--- src/rc_pkg.sv ---
`default_nettype none
package rc_pkg;

	localparam int VALUE_BITS = 31;
	localparam int CNT_BITS   = $clog2(VALUE_BITS + 1);

	localparam logic [VALUE_BITS-1:0] LIMIT       = '1;
	localparam logic [VALUE_BITS-1:0] LIMIT_DIV10 = VALUE_BITS'(LIMIT / 10);

	localparam logic [3:0] BASE_2  = 4'd2;
	localparam logic [3:0] BASE_8  = 4'd8;
	localparam logic [3:0] BASE_10 = 4'd10;

	typedef enum logic [1:0] {
		ST_OK        = 2'd0,
		ST_BAD_BASE  = 2'd1,
		ST_SAME_BASE = 2'd2,
		ST_OVERFLOW  = 2'd3
	} status_t;

	typedef struct packed {
		logic                  start;
		logic [VALUE_BITS-1:0] dividend;
		logic [3:0]            divisor;
	} div_req_t;

	typedef struct packed {
		logic                  done;
		logic [VALUE_BITS-1:0] quo;
		logic [3:0]            rem;
	} div_rsp_t;

endpackage
`default_nettype wire

--- src/rc_div.sv ---
`default_nettype none
module rc_div
	import rc_pkg::*;
(
	input  wire logic     clk,
	input  wire logic     arst_n,
	input  wire div_req_t req,
	output div_rsp_t      rsp
);

	logic                  busy_q;
	logic                  done_q;
	logic [CNT_BITS-1:0]   cnt_q;
	logic [VALUE_BITS-1:0] quo_q;
	logic [3:0]            rem_q;
	logic [3:0]            div_q;

	logic [4:0] trial;
	logic       fits;

	// one restoring step: bring down the next dividend bit, subtract if it fits
	always_comb begin
		trial = {rem_q, quo_q[VALUE_BITS-1]};
		fits  = (trial >= {1'b0, div_q});
	end

	always_ff @(posedge clk or negedge arst_n) begin
		if (!arst_n) begin
			busy_q <= 1'b0;
			done_q <= 1'b0;
			cnt_q  <= '0;
			quo_q  <= '0;
			rem_q  <= '0;
			div_q  <= '0;
		end else begin
			if (req.start) begin
				busy_q <= 1'b1;
				done_q <= 1'b0;
				cnt_q  <= CNT_BITS'(VALUE_BITS);
				quo_q  <= req.dividend;
				rem_q  <= '0;
				div_q  <= req.divisor;
			end else if (busy_q) begin
				rem_q  <= fits ? 4'(trial - {1'b0, div_q}) : trial[3:0];
				quo_q  <= {quo_q[VALUE_BITS-2:0], fits};
				cnt_q  <= cnt_q - CNT_BITS'(1);
				done_q <= (cnt_q == CNT_BITS'(1));
				if (cnt_q == CNT_BITS'(1)) begin
					busy_q <= 1'b0;
				end
			end else begin
				done_q <= 1'b0;
			end
		end
	end

	assign rsp.done = done_q;
	assign rsp.quo  = quo_q;
	assign rsp.rem  = rem_q;

endmodule
`default_nettype wire

--- src/radix_converter_2_8_10_top.sv ---
// A rejected base goes from idle straight to DONE and then to the output register.
// Otherwise each source digit (decimal digit of number_in) and each target digit takes a
// pass on the bit-serial shared divider (issue plus one quotient bit a cycle) and its
// READ or WRITE and WAIT states. Worst case, octal into binary, is 39 digits.
// Throughput: one item at a time; input stalls until done.
// Reset (arst_n, asynchronous, active low) idles the sequencer and drops any result.
`default_nettype none
module radix_converter_2_8_10_top
	import rc_pkg::*;
(
	input  wire logic                  clk,
	input  wire logic                  arst_n,
	input  wire logic                  in_valid,
	output logic                       in_stall,
	input  wire logic [3:0]            source_base,
	input  wire logic [3:0]            target_base,
	input  wire logic [VALUE_BITS-1:0] number_in,
	output logic                       out_valid,
	input  wire logic                  out_stall,
	output logic [VALUE_BITS-1:0]      number_out,
	output logic [1:0]                 status
);

	// Sequencer phases:
	//   READ  - peel decimal digits off the source by dividing by ten, weight by source base
	//   WRITE - peel target digits off the value by dividing by target base, weight by ten
	//   DONE  - hold the result until the output register is free
	typedef enum logic [2:0] {
		S_IDLE,
		S_READ,
		S_READ_WAIT,
		S_WRITE,
		S_WRITE_WAIT,
		S_DONE
	} state_t;

	state_t                state_q;
	logic [3:0]            sb_q;
	logic [3:0]            tb_q;
	logic [VALUE_BITS-1:0] v_q;      // value still to be split
	logic [VALUE_BITS-1:0] acc_q;    // packed result so far
	logic [VALUE_BITS-1:0] w_q;      // weight of the next digit
	logic                  wbig_q;   // decimal weight has passed the field
	logic [VALUE_BITS-1:0] res_q;
	status_t               st_q;
	logic                  out_valid_q;
	logic [VALUE_BITS-1:0] number_out_q;
	status_t               status_q;

	div_req_t div_req;
	div_rsp_t div_rsp;

	logic                  in_xfer;
	logic                  out_free;
	logic                  sb_ok;
	logic                  tb_ok;
	logic [VALUE_BITS+3:0] prod_rw;
	logic [VALUE_BITS+4:0] sum_w;
	logic [VALUE_BITS+3:0] w_mul_sb;
	logic [VALUE_BITS+3:0] w_mul10;
	logic                  ovf;

	rc_div u_div (
		.clk    (clk),
		.arst_n (arst_n),
		.req    (div_req),
		.rsp    (div_rsp)
	);

	always_comb begin
		in_xfer  = in_valid && !in_stall;
		out_free = !out_valid_q || !out_stall;
		sb_ok    = source_base inside {BASE_2, BASE_8, BASE_10};
		tb_ok    = target_base inside {BASE_2, BASE_8, BASE_10};

		// digit times weight, added to the packed result; also the overflow test
		prod_rw  = (VALUE_BITS+4)'(div_rsp.rem) * (VALUE_BITS+4)'(w_q);
		sum_w    = (VALUE_BITS+5)'(acc_q) + (VALUE_BITS+5)'(prod_rw);
		w_mul_sb = (VALUE_BITS+4)'(w_q) * (VALUE_BITS+4)'(sb_q);
		w_mul10  = (VALUE_BITS+4)'(w_q) * (VALUE_BITS+4)'(BASE_10);
		ovf      = wbig_q || (sum_w > (VALUE_BITS+5)'(LIMIT));

		// kick the shared divider from READ or WRITE while the phase still has digits left
		div_req.start    = ((state_q == S_READ) || (state_q == S_WRITE)) && (v_q != '0);
		div_req.dividend = v_q;
		div_req.divisor  = (state_q == S_READ) ? BASE_10 : tb_q;
	end

	always_ff @(posedge clk or negedge arst_n) begin
		if (!arst_n) begin
			state_q      <= S_IDLE;
			sb_q         <= '0;
			tb_q         <= '0;
			v_q          <= '0;
			acc_q        <= '0;
			w_q          <= '0;
			wbig_q       <= 1'b0;
			res_q        <= '0;
			st_q         <= ST_OK;
			out_valid_q  <= 1'b0;
			number_out_q <= '0;
			status_q     <= ST_OK;
		end else begin
			// drop the output once it has been transferred, unless DONE refills it
			if (out_valid_q && !out_stall && (state_q != S_DONE)) begin
				out_valid_q <= 1'b0;
			end

			case (state_q)
				S_IDLE: begin
					if (in_xfer) begin
						sb_q   <= source_base;
						tb_q   <= target_base;
						v_q    <= number_in;
						acc_q  <= '0;
						w_q    <= VALUE_BITS'(1);
						wbig_q <= 1'b0;
						res_q  <= '0;
						if (!sb_ok || !tb_ok) begin
							st_q    <= ST_BAD_BASE;
							state_q <= S_DONE;
						end else if (source_base == target_base) begin
							st_q    <= ST_SAME_BASE;
							state_q <= S_DONE;
						end else if (source_base == BASE_10) begin
							// already a plain value: go straight to splitting
							st_q    <= ST_OK;
							state_q <= S_WRITE;
						end else begin
							st_q    <= ST_OK;
							state_q <= S_READ;
						end
					end
				end

				S_READ: begin
					if (v_q == '0) begin
						if (tb_q == BASE_10) begin
							res_q   <= acc_q;
							state_q <= S_DONE;
						end else begin
							// restart the accumulators for the write phase
							v_q     <= acc_q;
							acc_q   <= '0;
							w_q     <= VALUE_BITS'(1);
							wbig_q  <= 1'b0;
							state_q <= S_WRITE;
						end
					end else begin
						state_q <= S_READ_WAIT;
					end
				end

				S_READ_WAIT: begin
					if (div_rsp.done) begin
						// the sum never passes the source number, so no overflow here
						acc_q   <= sum_w[VALUE_BITS-1:0];
						v_q     <= div_rsp.quo;
						w_q     <= w_mul_sb[VALUE_BITS-1:0];
						state_q <= S_READ;
					end
				end

				S_WRITE: begin
					if (v_q == '0) begin
						res_q   <= acc_q;
						state_q <= S_DONE;
					end else begin
						state_q <= S_WRITE_WAIT;
					end
				end

				S_WRITE_WAIT: begin
					if (div_rsp.done) begin
						v_q <= div_rsp.quo;
						if ((div_rsp.rem != '0) && ovf) begin
							res_q   <= LIMIT;
							st_q    <= ST_OVERFLOW;
							state_q <= S_DONE;
						end else begin
							if (div_rsp.rem != '0) begin
								acc_q <= sum_w[VALUE_BITS-1:0];
							end
							// advance the decimal weight; once past the field only flag it
							if (!wbig_q) begin
								if (w_q > LIMIT_DIV10) begin
									wbig_q <= 1'b1;
								end else begin
									w_q <= w_mul10[VALUE_BITS-1:0];
								end
							end
							state_q <= S_WRITE;
						end
					end
				end

				S_DONE: begin
					// hold until the output register is free, then hand the result over
					if (out_free) begin
						number_out_q <= res_q;
						status_q     <= st_q;
						out_valid_q  <= 1'b1;
						state_q      <= S_IDLE;
					end
				end

				default: begin
					state_q <= S_IDLE;
				end
			endcase
		end
	end

	assign in_stall   = (state_q != S_IDLE);
	assign out_valid  = out_valid_q;
	assign number_out = number_out_q;
	assign status     = status_q;

endmodule
`default_nettype wire

--- config.mk ---
export PLATFORM = sky130hd
export DESIGN_NAME = radix_converter_2_8_10_top
export DESIGN_NICKNAME = d
export VERILOG_FILES = /design/src/rc_pkg.sv /design/src/rc_div.sv /design/src/radix_converter_2_8_10_top.sv
export SDC_FILE = /design/constraint.sdc
export NUM_CORES = 1
export LEC_CHECK = 0
export BUFFER_PORTS_ARGS = -buffer_cell sky130_fd_sc_hd__clkbuf_2
export CAP_MARGIN = 10
export CORE_UTILIZATION = 58
export CTS_CLUSTER_SIZE = 40
export DETAILED_ROUTE_END_ITERATION = 6
export PLACE_DENSITY = 0.75
export SYNTH_ARGS = -nofsm -noshare
export SYNTH_HDL_FRONTEND = slang
export SYNTH_HIERARCHICAL = 1
export SYNTH_SLANG_ARGS = --single-unit
export TNS_END_PERCENT = 50
--- constraint.sdc ---
create_clock -name clk -period 8.66 [get_ports clk]
set_input_delay 0.433 -clock clk [delete_from_list [all_inputs] [get_ports clk]]
set_output_delay 0.433 -clock clk [all_outputs]
set_load 0.01 [all_outputs]
==> results.toml, run 1 <==
[run_status]
run_status = "finished, final reports clean"

[route]
dr.pass1.iters = 5
num_vias = 16500
route.detailed.wl_per_inst_um = 18.6
dr_wl_met2_um = 24100
routed_wl_um = 51500
drc = 0
drt-vias-per-instance = 5.98
dr_wl_met3_um = 2990
m1WireLength_um = 22800
topRoutingLayerUsed = "met4"
antenna_left = 0
drt_iter0_markers = 1261

[hold_path]
whs_path_depth = 3
worstHoldPathType = "in2reg"
holdCritStartpoint = "number_in[1]"
worstHoldEndpoint = "v_q[1]$_DFFE_PN0P_"

[yosys]
syn_nets = 2632
ys.flop_type = "dfrtp_1"
async_flop_share = 1.00
netlist_area_um2 = 20500
yosys-top-cells-area = "dfrtp_1 (27%), fa_1 (14%), ha_1 (8.3%), and2_1 (4.8%), nand2_1 (4.6%)"
syn_avg_cell_area_um2 = 8.88
yosysSeqAreaShare = 0.266
synth_edf_count = 0
yosys.area.top_type_share = 0.266
ys_ff_latch = 218
yosys_warnings = 6
synth_top_cell_by_area = "dfrtp_1"
synthCells = 2308
synth_cell_types = 92

[place]
dp_hpwl_um = 38300
place_inst = 2721
numPortBuffers = 77
pre_cts_ws_ps = 2350
gp_congestion = 0.960

[clock_network]
hold_buffers = 1
clk_path_buf_depth = 3
cts_sinks = 218
ctsResizeCount = 0
tritoncts = "yes"
post_cts_buffers = 0
insertion_delay_ps = 540
path_clk_slew_ps = 60
cts_buffers = 24
ctsHtreeMaxLevel = 1
clockRootBuffer = "clkbuf_16"

[sta]
finalSetupTns_ps = 0
skew_ps = 22.2
fin_crit_sh = 0.737
max_slew_margin = 0.175
hold_violations = 0
setup_viol = 0
tightestPinTransition_ps = 1240
setup_ws_ps = 2280
period_needed_ps = 6380
fmax_mhz = 157
drv_slew = 0
rsz0062_at_grt = "false"

[worst_setup_path]
crit_path_cell_trace = "and2_1 > fa_1 > fa_1 > inv_1 > fa_1 > inv_1 > ha_1 > a2111o_1 > o21ai_2 > o21ai_1 > a21boi_1 > a21oi_1 > nor3_1 > a31o_1 > buf_4 > a211oi_1"
path_common_cell = "fa_1"
crit_slowest_cell = "dfrtp_1"
start_kind = "flip-flop"
rrSetupSlack_ps = 2280
ff2ff_path_depth = 16
crit_type = "reg2reg"
r2r-start = "u_div/rem_q[2]$_DFFE_PN0P_"
r2r-end = "res_q[15]$_DFFE_PN0P_"
critPathCaptureType = "flip-flop"
critical_path_required_ps = 9040
critPathTopFamily = "compound AO/OA/AOI/OAI gates"
worst_ep_arrival_time_ps = 6770
crit_buf_inv = 3
crit_path_max_fanout = 35
crit_path_max_incr_delay_ps = 970

[floorplan]
die_x_um = 190
rows = 68
core_area_um2 = 34600
io_pins = 78
dieArea_um2 = 36100
die_height_um = 190
start_util = 0.592

[global_route]
grt_pass1_vias = 16800
antenna_found_initial = 0
grt_max_degree = 95
grtUsageTotal = 0.297
grt_pass1_wl_um = 86900
grt_remaining_overflow = 0

[cells_and_area]
syn_to_final_growth_pct = 6.76
stdcell_count = 2765
num_antenna_cells = 0
mostFrequentLayoutCells = "nand2_1 (251), inv_1 (246), dfrtp_1 (217), and2_1 (157), nor2_1 (147)"
drive_above_1_share = 0.102
nFillCells = 2933
fin_util = 0.632
final_common_cell = "nand2_1"
nNetsFinal = 2617

[power]
ir_worst_vdd_v = 0.000209
powerDensity_nw_per_um2 = 248
power_mw = 5.44
p_leak_nw = 11.0

[job]
maxCapViolations = 0
==> worst reg2reg max path: stages (launching register included) <==
cell      delay [ps]
dfrtp_1          970
and2_1           270
fa_1             450
fa_1             550
inv_1             50
fa_1             510
inv_1             50
ha_1             370
a2111o_1         450
o21ai_2          180
o21ai_1          160
a21boi_1         460
a21oi_1          160
nor3_1           300
a31o_1           700
buf_4            440
a211oi_1         150
==> layout make-up <==
cell class | count | area (um^2) | share of cell area
multi-input cells | 1708 | 13600 | 0.621
repair buffers | 95 | 533 | 0.0243
clock inverters | 11 | 115 | 0.00526
clock buffers | 32 | 701 | 0.0320
inverters | 246 | 923 | 0.0422
well taps | 455 | 569 | 0.0260
flip-flops and latches | 218 | 5460 | 0.249
==> sequential cells by signal, indices dropped and copies added (netlist names) <==
name          count
w_q              31
acc_q            31
number_out       31
u_div/busy_q      1
u_div/cnt_q       5
tb_q              4
v_q              31
out_valid         1
u_div/rem_q       4
u_div/quo_q      31
res_q            31
u_div/div_q       4
st_q              2
u_div/done_q      1
state_q           3
status            2
wbig_q            1
sb_q              4
==> worst max-delay path by stage <==
stage | from | endpoint | slack (ps) | depth (start not counted)
floorplan | u_div/rem_q[3]$_DFFE_PN0P_ | acc_q[24]$_DFFE_PN0P_ | 3490 | 19
CTS | u_div/rem_q[3]$_DFFE_PN0P_ | res_q[19]$_DFFE_PN0P_ | 2350 | 16
global placement | u_div/rem_q[3]$_DFFE_PN0P_ | res_q[4]$_DFFE_PN0P_ | 2570 | 16
detailed placement | u_div/rem_q[3]$_DFFE_PN0P_ | res_q[3]$_DFFE_PN0P_ | 2350 | 16
finish | u_div/rem_q[2]$_DFFE_PN0P_ | res_q[15]$_DFFE_PN0P_ | 2280 | 16
global route | u_div/rem_q[3]$_DFFE_PN0P_ | res_q[18]$_DFFE_PN0P_ | 1870 | 16
==> logic make-up (layout without fill, tap and decap cells) <==
logic type,after synthesis,count (layout),share of synthesized area
muxes,131,131,0.0729
xor gates and xnor gates,85,85,0.0363
and+or+nand+nor,710,710,0.168
buffers and inverters,382,384,0.0722
AOI/OAI and AO/OA,501,501,0.160
adders and majority gates,281,281,0.225
DFF,218,218,0.266
==> Yosys cell counts (all sizes together), types with 16 or more instances <==
master,count
and2,159
nand3,27
mux2i,62
a31oi,40
inv,246
a22oi,36
ha,136
o21a,16
xnor2,61
nand2,253
mux2,69
nor3,24
nand4,17
a211oi,43
nor4,16
buf,21
o22ai,21
o21ai,98
dfrtp,218
clkbuf,115
fa,145
a21o,41
a21oi,114
nand2b,17
nor2,148
xor2,24
==> through the flow <==
stage	hold slack, ps	cell area, um^2
finish	120	21900
global route	137	21900
CTS	111	21900
detailed placement	483	21100
global placement	478	21100
floorplan	137	20500
==> report_power, final <==
part	total, mW	internal, mW	switching (mW)
clock network	1.04	0.602	0.436
registers	1.94	1.42	0.518
logic	2.45	0.993	1.46
==> metal layers <==
layer / track usage / vias up
met4: 0.0974 / 0
met3: 0.0271 / 91
met5: 0 / -
li1: - / 7789
met1: 0.418 / 8112
met2: 0.482 / 549
No activity file was read; power rests on OpenSTA's default activity.
==> run 2: changes to the inputs <==
PLACE_DENSITY = 0.78   (was 0.75)
clock period = 5.2 ns   (was 8.66 ns; I/O delays follow)
==> results.toml, run 2 (synthesis gave the netlist of run 1 again) <==
[cells_and_area]
drive_above_1_share = 0.172
stdcell_count = 2906
final_common_cell = "nand2_1"
regArea_um2 = 5460
syn_to_final_growth_pct = 15.5
nFillCells = 2696
multi_input_area_um2 = 14000
num_antenna_cells = 0
mostFrequentLayoutCells = "nand2_1 (247), inv_1 (243), dfrtp_1 (216), and2_1 (154)"
nNetsFinal = 2760

[sta]
holdWs_ps = 16.1
setup_viol = 30
fin_crit_sh = 1.01
hold_violations = 0
period_needed_ps = 5280
drv_slew = 0
max_slew_margin = 0.174
skew_ps = 21.8
fmax_mhz = 189
rsz0062_at_grt = "true"
setup_ws_ps = -77.1
tightestPinTransition_ps = 1240

[clock_network]
cts_sinks = 218
insertion_delay_ps = 530
clk_path_buf_depth = 3
clockRootBuffer = "clkbuf_16"
tritoncts = "yes"
cts_buffers = 23
path_clk_slew_ps = 60
ctsHtreeMaxLevel = 1

[global_route]
grt_pass1_vias = 17500
grtUsageTotal = 0.296
grt_pass1_wl_um = 87400
grt_remaining_overflow = 0
antenna_found_initial = 0
grt_max_degree = 116

[place]
numPortBuffers = 77
place_inst = 2821
gp_congestion = 0.978
pre_cts_ws_ps = -185
dp_hpwl_um = 39300

[power]
ir_worst_vdd_v = 0.000358
p_leak_nw = 11.8
powerDensity_nw_per_um2 = 409
power_mw = 9.67

[worst_setup_path]
crit_path_cell_trace = "buf_12 > and2_4 > fa_1 > fa_1 > inv_1 > fa_1 > inv_2 > ha_4 > a21o_1 > a211o_1 > a21boi_2 > o21ai_2 > and4_4 > or4_4 > a21oi_2 > nand4_2 > and2_4 > clkbuf_16 > mux2_4"
crit_path_max_incr_delay_ps = 580
worst_ep_arrival_time_ps = 5680
crit_buf_inv = 4
start_kind = "flip-flop"
crit_path_max_fanout = 8
crit_slowest_cell = "fa_1"
critical_path_required_ps = 5600
critPathTopFamily = "adder cells"
crit_type = "reg2reg"
path_common_cell = "fa_1"
critPathCaptureType = "flip-flop"

[floorplan]
start_util = 0.592
die_height_um = 190
io_pins = 78
core_area_um2 = 34600
dieArea_um2 = 36100
rows = 68
die_x_um = 190

[hold_path]
worstHoldPathType = "in2reg"

[route]
dr_wl_met2_um = 26200
dr.pass1.iters = 6
num_vias = 17300
antenna_left = 0
route.detailed.wl_per_inst_um = 18.4
m1WireLength_um = 22900
drt_iter0_markers = 1252
routed_wl_um = 53600
topRoutingLayerUsed = "met4"
dr_wl_met3_um = 3220
drt-vias-per-instance = 5.94
drc = 0

[job]
maxCapViolations = 0

[run_status]
violations = "negative setup slack"
run_status = "finished, violations left"
==> run 2: changes by cell type in the layout (fill, tap and decap cells not counted), moves of 10 or more <==
cell,previous run,this run
ha_1,136,118
ha_4,0,14
a21oi_2,2,12
buf_4,17,114
dlygate4sd3_1,1,22
a21oi_1,112,102
==> run 2: stage by stage <==
stage,util,TNS (ps),instance area [um^2]
after floorplan,-,0,20500
after global placement,0.633,-5350,21900
after detailed placement,0.633,-7110,21900
after CTS,0.663,-16.9,23000
after global routing,0.684,-13220,23700
final,0.684,-1520,23700
==> run 2: path summary, 6_finish.rpt <==
| check | from | end | slack, ps | cells past startpoint |
|---|---|---|---|---|
| max in group asynchronous | arst_n | w_q[25]$_DFFE_PN0P_ | 3790 | 3 |
| max reg2reg | u_div/rem_q[1]$_DFFE_PN0P_ | w_q[24]$_DFFE_PN0P_ | -80 | 19 |
| min in group asynchronous | arst_n | number_out[2]$_DFFE_PN0P_ | 330 | 2 |
| min | target_base[2] | tb_q[2]$_DFFE_PN0P_ | 20 | 2 |
| min reg2reg | number_out[14]$_DFFE_PN0P_ | number_out[14]$_DFFE_PN0P_ | 500 | 1 |
| max | u_div/rem_q[1]$_DFFE_PN0P_ | w_q[24]$_DFFE_PN0P_ | -80 | 19 |
==> run 2: what timing repair did <==
action / in CTS / in global routing
endpoints found under the hold margin: 124 / 0
gates resized for setup: 8 / 88
pin swaps: 5 / 53
hold buffers: 22 / 0
gates cloned: 0 / 7
buffers inserted: 2 / 14
endpoints found under the setup margin: 80 / 98
==> run 2: layer usage <==
layer / vias up / GRT usage
met3: 88 / 0.0253
li1: 8059 / -
met4: 0 / 0.0834
met5: - / 0
met1: 8492 / 0.404
met2: 627 / 0.503
==> run 2: where the power goes <==
part	internal, mW	switching (mW)	leakage [nW]	total (mW)
Sequential	2.38	0.675	2.71	3.05
Clock	0.964	0.683	0.378	1.65
Combinational	2.16	2.82	8.74	4.97
==> run 2: layout make-up <==
type | count | share of cell area
multi-input combinational | 1708 | 0.593
sequential | 218 | 0.231
timing repair buffer | 239 | 0.0817
inverter | 246 | 0.0390
clock buffer | 34 | 0.0290
tap | 455 | 0.0240
clock inverter | 6 | 0.00296
==> run 3: changes to the inputs <==
==> constraint.sdc (replaced) <==
create_clock -name clk -period 5.2 [get_ports clk]
set_input_delay 1.04 -clock clk [delete_from_list [all_inputs] [get_ports clk]]
set_output_delay 1.04 -clock clk [all_outputs]
set_load 0.01 [all_outputs]
==> results.toml, run 3 (synthesis gave the netlist of run 1 again) <==
[run_status]
run_status = "finished, violations left"
violations = "negative setup slack"

[clock_network]
clockRootBuffer = "clkbuf_16"
insertion_delay_ps = 540
clk_path_buf_depth = 3
path_clk_slew_ps = 60
tritoncts = "yes"
cts_buffers = 23
cts_sinks = 218
ctsHtreeMaxLevel = 1

[global_route]
grt_pass1_wl_um = 86300
use_met2 = 0.502
grt_remaining_overflow = 0
grtUsageTotal = 0.293
use_met1 = 0.401
grt_pass1_vias = 17200
gr-usage-met3 = 0.0256
grt_busiest_layer = "met2"
grt_max_degree = 117
antenna_found_initial = 0

[route]
drt_iter0_markers = 1241
routed_wl_um = 51700
num_vias = 17000
drc = 0
drt-vias-per-instance = 5.92
route.detailed.wl_per_inst_um = 18.0
dr.pass1.iters = 5
antenna_left = 0

[place]
place_area_um2 = 21900
place_inst = 2821
gp_congestion = 0.978
dp_hpwl_um = 39400
numPortBuffers = 77
pre_cts_ws_ps = -157

[worst_setup_path]
crit_path_max_fanout = 31
critPathCaptureType = "flip-flop"
critical_path_required_ps = 5600
crit_type = "reg2reg"
start_kind = "flip-flop"
worst_ep_arrival_time_ps = 5660

[floorplan]
die_x_um = 190
die_height_um = 190
start_util = 0.592
io_pins = 78
rows = 68
core_area_um2 = 34600
dieArea_um2 = 36100

[sta]
fmax_mhz = 190
tightestPinTransition_ps = 1260
drv_slew = 0
skew_ps = 33.1
fin_crit_sh = 1.01
holdWs_ps = 503
rsz0062_at_grt = "true"
setup_viol = 39
setup_ws_ps = -61.7
period_needed_ps = 5260
finalSetupTns_ps = -1180
max_slew_margin = 0.161
hold_violations = 0

[cells_and_area]
num_antenna_cells = 0
stdcell_count = 2867
nNetsFinal = 2721
final_common_cell = "nand2_1"
mostFrequentLayoutCells = "nand2_1 (249), inv_1 (245), dfrtp_1 (217), and2_1 (153), nor2_1 (146)"
nFillCells = 2810
fin_util = 0.664
syn_to_final_growth_pct = 12.1
fin_area_um2 = 23000
regArea_um2 = 5460
multi_input_area_um2 = 13800
drive_above_1_share = 0.155

[power]
powerDensity_nw_per_um2 = 411
power_mw = 9.45
ir_worst_vdd_v = 0.000354
p_leak_nw = 11.6

[job]
maxCapViolations = 0

[hold_path]
worstHoldPathType = "reg2reg"
[run 3: critical path, cell delays in order (launching register included)]
cell and delay, ps:
dfrtp_1 380, buf_12 170, buf_4 160, nand2_1 70
fa_1 540, fa_1 450, fa_1 540, inv_1 50
ha_1 320, o211ai_1 160, o211ai_1 300, a21oi_2 140
o21a_1 250, o21ai_2 220, a41o_1 250, mux2i_2 290
nand4_2 160, and2_4 200, buf_12 160, mux2_4 300
[run 3: final timing paths]
| check | slack, ps | start | endpoint | depth (start not counted) |
|---|---|---|---|---|
| worst max register to register | -60 | u_div/rem_q[2]$_DFFE_PN0P_ | w_q[13]$_DFFE_PN0P_ | 19 |
| worst min register to register | 500 | u_div/div_q[0]$_DFFE_PN0P_ | u_div/div_q[0]$_DFFE_PN0P_ | 1 |
| worst max-delay path | -60 | u_div/rem_q[2]$_DFFE_PN0P_ | w_q[13]$_DFFE_PN0P_ | 19 |
| min in group asynchronous | 560 | arst_n | number_out[1]$_DFFE_PN0P_ | 1 |
| worst min-delay path | 500 | u_div/div_q[0]$_DFFE_PN0P_ | u_div/div_q[0]$_DFFE_PN0P_ | 1 |
| max in group asynchronous | 3560 | arst_n | u_div/quo_q[25]$_DFFE_PN0P_ | 2 |
[run 3: metal layers]
metal | routed length [um] | part of all wire
met3 | 2930 | 0.057
met4 | 1120 | 0.022
met2 | 25000 | 0.48
met1 | 22600 | 0.44
met5 | 0 | 0
[run 3: area by class of cell]
| class | instances | share of cell area |
|---|---|---|
| multi-input combinational | 1708 | 0.601 |
| timing repair buffer | 200 | 0.0619 |
| sequential | 218 | 0.237 |
| tap | 455 | 0.0248 |
| clock buffer | 30 | 0.0271 |
| inverter | 246 | 0.0402 |
| clock inverter | 10 | 0.00751 |
[run 3: repair_timing]
item | CTS | global route
setup endpoints to repair | 88 | 98
setup buffers | 2 | 4
resized for setup | 8 | 38
pin swaps | 11 | 15
hold buffers | 0 | 0
[run 3: where the power goes]
group          switching, mW  leakage [nW]  total, mW  internal (mW)
clock                  0.682         0.378       1.73           1.05
combinational           2.72          8.52       4.67           1.95
sequential             0.666          2.71       3.04           2.38
total                   4.07          11.6       9.45           5.38
